===== src/rtl/core/cscspmv_pkg.sv =====
`default_nettype none

package cscspmv_pkg;

  localparam int MAX_ORDER = 1024;
  localparam int ADDR_W    = $clog2(MAX_ORDER);
  localparam int ORDER_W   = ADDR_W + 1;
  localparam int DATA_W    = 32;

  localparam logic CMD_LOAD  = 1'b0;
  localparam logic CMD_ENTRY = 1'b1;

  // one product on its way to the accumulator
  typedef struct packed {
    logic              col_end;
    logic [DATA_W-1:0] prod;
  } prod_beat_t;

  // order register clamped to the supported range
  function automatic logic [ORDER_W-1:0] order_in_use(input logic [ORDER_W-1:0] order);
    logic [ORDER_W-1:0] n;
    if (order == '0) begin
      n = ORDER_W'(1);
    end else if (order > ORDER_W'(MAX_ORDER)) begin
      n = ORDER_W'(MAX_ORDER);
    end else begin
      n = order;
    end
    return n;
  endfunction

endpackage

`default_nettype wire


===== src/rtl/core/cscspmv_accum.sv =====
`default_nettype none

module cscspmv_accum (
  input  wire logic                                clk,
  input  wire logic                                rst,
  input  wire logic [cscspmv_pkg::ORDER_W-1:0]     order,
  input  wire logic                                beat_valid,
  input  wire cscspmv_pkg::prod_beat_t             beat,
  output logic                                     beat_ready,
  output logic                                     out_valid,
  input  wire logic                                out_ready,
  output logic [cscspmv_pkg::ADDR_W-1:0]           column_index,
  output logic [cscspmv_pkg::DATA_W-1:0]           column_sum,
  output logic                                     last_column
);

  logic [cscspmv_pkg::DATA_W-1:0]  sum;
  logic [cscspmv_pkg::DATA_W-1:0]  sum_next;
  logic [cscspmv_pkg::ADDR_W-1:0]  counter;
  logic [cscspmv_pkg::ADDR_W-1:0]  counter_next;
  logic [cscspmv_pkg::ORDER_W-1:0] n;
  logic [cscspmv_pkg::ORDER_W-1:0] counter_ext;
  logic                            is_last;
  logic                            wrap;
  logic                            beat_fire;
  logic                            emit;

  assign n           = cscspmv_pkg::order_in_use(order);
  assign counter_ext = {1'b0, counter};
  assign is_last     = (counter_ext == n - cscspmv_pkg::ORDER_W'(1));
  assign wrap        = ((counter_ext + cscspmv_pkg::ORDER_W'(1)) >= n);

  // a column end needs the output slot, plain entries never wait
  assign beat_ready = !beat.col_end || !out_valid || out_ready;
  assign beat_fire  = beat_valid && beat_ready;
  assign emit       = beat_fire && beat.col_end;

  assign sum_next     = sum + beat.prod;
  assign counter_next = wrap ? '0 : counter + cscspmv_pkg::ADDR_W'(1);

  always_ff @(posedge clk) begin
    if (rst) begin
      sum       <= '0;
      counter   <= '0;
      out_valid <= 1'b0;
    end else begin
      if (beat_fire) begin
        sum <= beat.col_end ? '0 : sum_next;
      end
      if (emit) begin
        counter   <= counter_next;
        out_valid <= 1'b1;
      end else if (out_ready) begin
        out_valid <= 1'b0;
      end
    end
  end

  always_ff @(posedge clk) begin
    if (emit) begin
      column_index <= counter;
      column_sum   <= sum_next;
      last_column  <= is_last;
    end
  end

`ifndef SYNTHESIS
  a_rose_from_end: assert property (@(posedge clk) disable iff (rst)
    $rose(out_valid) |-> $past(beat_valid && beat.col_end))
    else $error("result appeared without a column end");

  a_sum_cleared: assert property (@(posedge clk) disable iff (rst)
    emit |=> (sum == '0))
    else $error("column sum not cleared after emit");

  a_end_waits_slot: assert property (@(posedge clk) disable iff (rst)
    (beat_valid && beat.col_end && out_valid && !out_ready) |-> !beat_ready)
    else $error("column end taken while result slot occupied");
`endif

endmodule

`default_nettype wire


===== config.mk =====
export PLATFORM = sky130hd
export DESIGN_NAME = cscspmv_accum
export DESIGN_NICKNAME = d
export VERILOG_FILES = /design/src/rtl/core/cscspmv_pkg.sv /design/src/rtl/core/cscspmv_accum.sv
export SDC_FILE = /design/constraint.sdc
export NUM_CORES = 1
export LEC_CHECK = 0
export BUFFER_PORTS_ARGS = -buffer_cell sky130_fd_sc_hd__buf_2
export CORE_MARGIN = 1.5
export CORE_UTILIZATION = 40
export DETAILED_ROUTE_END_ITERATION = 16
export PLACE_DENSITY = 0.65
export SLEW_MARGIN = 15
export SYNTH_ARGS = -nofsm -noshare
export SYNTH_HDL_FRONTEND = slang
export SYNTH_SLANG_ARGS = --single-unit
export TNS_END_PERCENT = 30

===== constraint.sdc =====
create_clock -name clk -period 3.1 [get_ports clk]
set_input_delay 0.465 -clock clk [delete_from_list [all_inputs] [get_ports clk]]
set_output_delay 0.465 -clock clk [all_outputs]
set_load 0.03 [all_outputs]

==> results.md <==
* Clock root cell: clkbuf_16
* CP Capture Type: flip-flop
* Combinational Power Share at 23.4%
* Reg2Reg Launch Point: sum[0]
* Commonest non-fill, non-tap cell in the layout: buf_2
* Post-Synthesis Cell Area at 0.005049 mm^2
* Final hold vios at 0
* Critical-path cell list: ha_1 -> fa_1 -> a211oi_2 -> o211ai_1 -> a32oi_1 -> a21oi_1 -> o31a_1 -> a211o_1 -> a21oi_1 -> xnor2_1 -> a22o_1
* Layout Cells excl Fill at 799
* Post-synth top area cell: edfxtp_1
* Final WL at 12.16 mm
* Seq cells post-synth at 86
* Iter 0 DRT Violations at 224
* Synth warn at 0
* Critical path's most frequent cell: a21oi_1
* CP max FO at 4
* Power Total at 3.001 mW
* Post-cts gate resize count at 0
* Clk pwr share at 32.8%
* Post-route ant nets at 0
* Share of cells above drive strength 1 at 22.35%
* Psw at 0.8769 mW
* # hold bufs at CTS at 0
* Detailed placement HPWL at 9.275 mm
* Hold Startpoint: beat_valid
* Setup TNS at 0 ps
* GRT Total Usage at 18.75%
* Peak supply drop at 229.0 uV
* Number of max-cap violations at 0
* Post-route DRC at 0
* Pre-Repair DR Iteration Count at 4
* FP Rows at 40
* Ant diodes at 0
* Relative slew slack at 30.34%
* Internal power at 2.125 mW
* CP startpoint: sum[0]
* RSZ-0062 raised after global routing: false
* Last weighted congestion value of the routability-driven placer at 0.8848
* CP Data Arrival Time at 3150 ps
* HP Class: input port to flip-flop
* Share of the synthesized area in the top cell type at 25.58%
* Slew Viols, Final at 0
* Status: completed
* TritonCTS Buffers at 9
* CP max stage cell: fa_1
* Largest cells by area after synthesis: edfxtp_1, dfxtp_1, ha_1, xnor2_1, a21oi_1
* Bufs on Longest Clock Path at 2
* Slowest stage delay, CP at 450 ps
* Final setup fails at 0
* Die Y at 115.3 um
* Initial Util at 41.51%
* Tmin final at 2917 ps
* Largest net degree at the start of global routing at 44
* Buffers on Ports at 92
* Commonest cells after routing, fill and taps aside: buf_2, nand2_1, ha_1
* Most used DFF post-synth: edfxtp_1
* Pwr/cell area at 489.0 mW/mm^2
* Core footprint at 0.01216 mm^2
* Depth of the CTS H-tree at 3
* Bufs and invs on worst path at 0
* P_leak at 2.712 nW
* Mapped Nets at 606
* Sw Ratio at 29.22%
* # nets final at 720
* Highest clock rate at 342.8 MHz
* Setup CP Type: flip-flop to flip-flop
* Syn Inst Count at 512
* Gr ovfl total at 0
* Vias post-DR at 4274
* Syn Area/Cell at 9.861 um^2
* Placed Cells incl. Taps at 783
* Layout Area Growth over Synthesis at 21.59%
* Unique masters post-synth at 55
* Crit-path leading delay family: compound AO/OA/AOI/OAI gates
* Hold slack final at 443.4 ps
* Die Width at 115.3 um
* Sequential power share at 43.8%
* Clock Latency Late Sink at 340 ps
* IO Count at 93
* Final period utilization at 94.10%
* Seq/Total Area, Yosys at 42.63%
* Clock sink count at 86
* Initial antenna violation count at 0
* Startpoint Class: flip-flop
* First-pass GRT wire length at 19.50 mm
* DIE AREA at 0.01330 mm^2
* Req. time, crit path at 3330 ps
* DR vias/cell at 5.349
* Average wire per standard cell at 15.22 um
* CTS tree: done
* # Post-CTS Setup Buffers at 0
* Clock-pin transition on the worst setup and hold timing paths at 60 ps
* Post-synth EDFFs at 43
* Vias in the first global route at 4127
* Async SR Flop Fraction at 0%
* Clk_skew at 7.335 ps
* Slew @ Worst Pin at 1041 ps
[worst reg2reg max path, cell delays in order, from the launching register on]
cell and delay (ps):
dfxtp_1 310, ha_1 210, fa_1 450, a211oi_2 230
o211ai_1 150, a32oi_1 230, a21oi_1 120, o31a_1 320
a211o_1 290, a21oi_1 170, xnor2_1 100, a22o_1 210
[state kept, by name, summed over array words and instances, names as in the netlist]
register      flops
out_valid         1
column_sum       32
last_column       1
counter          10
column_index     10
sum              32
[kinds of logic (layout without fill, tap and decap cells)]
kind of cell             count (synthesis)  count (layout)  share of synthesized area (%)
AND/OR/NAND/NOR                        148             148                          13.98
flip-flops                              86              86                          42.63
XOR/XNOR                                49              49                          8.501
AO/OA/AOI/OAI                          158             158                          21.49
adder cells (fa/ha/maj)                 46              46                          11.55
buffers and inverters                   25             144                          1.859
[power groups by stage]
stage / Combinational [mW] / Sequential (mW) / Clock (mW)
after floorplan: 0.402 / 1.42 / 0
after global placement: 0.679 / 1.34 / 0
after detailed placement: 0.697 / 1.34 / 0
after CTS: 0.701 / 1.31 / 1.00
after global routing: 0.780 / 1.32 / 1.05
final: 0.703 / 1.31 / 0.985
[path summary, 6_finish.rpt]
| kind | endpoint | slack [ps] | depth (start not counted) |
|---|---|---|---|
| worst max-delay path | sum[28] | 180 | 11 |
| worst min-delay path | sum[1] | 440 | 3 |
| worst max register to register | sum[28] | 180 | 11 |
| worst min register to register | sum[0] | 460 | 2 |
[cell usage after synthesis, drive strengths merged, types with 4 or more instances]
| cell type | number |
|---|---|
| and2 | 4 |
| nand2b | 6 |
| o211ai | 5 |
| nand4 | 4 |
| o21ai | 22 |
| nand2 | 46 |
| ha | 45 |
| o21a | 6 |
| xor2 | 16 |
| a211oi | 4 |
| a22o | 19 |
| edfxtp | 43 |
| xnor2 | 33 |
| a22oi | 15 |
| a21o | 16 |
| inv | 10 |
| nor3 | 7 |
| o21bai | 4 |
| dfxtp | 43 |
| a21oi | 39 |
| nand3 | 17 |
| nor2b | 4 |
| nor2 | 38 |
| a31oi | 7 |
| and3 | 9 |
| clkbuf | 14 |
[per-stage QoR]
stage / cell area [um^2] / worst slack, ps / utilization [%]
after floorplan: 5049 / 232.3 / -
after global placement: 5858 / -74.41 / 48.17
after detailed placement: 5858 / -115.7 / 48.17
after CTS: 6127 / 140.2 / 50.38
after global routing: 6138 / 6.249 / 50.47
final: 6138 / 182.8 / 50.47
[layer usage]
metal	vias up	GRT usage (%)	routed length, um
li1	2151	-	-
met1	1994	24.19	5629
met2	110	30.41	5619
met3	19	3.848	623
met4	0	8.313	284
met5	-	0	0
[cell type report]
class / count / area, um^2
fill: 1125 / 6023
clock buffer: 11 / 242.7
clock inverter: 5 / 26.28
sequential: 86 / 2152
timing repair buffer: 118 / 655.6
multi-input combinational: 401 / 2814
inverter: 10 / 37.54
tap: 168 / 210.2
Note: power is estimated with default switching activity, not from simulation.
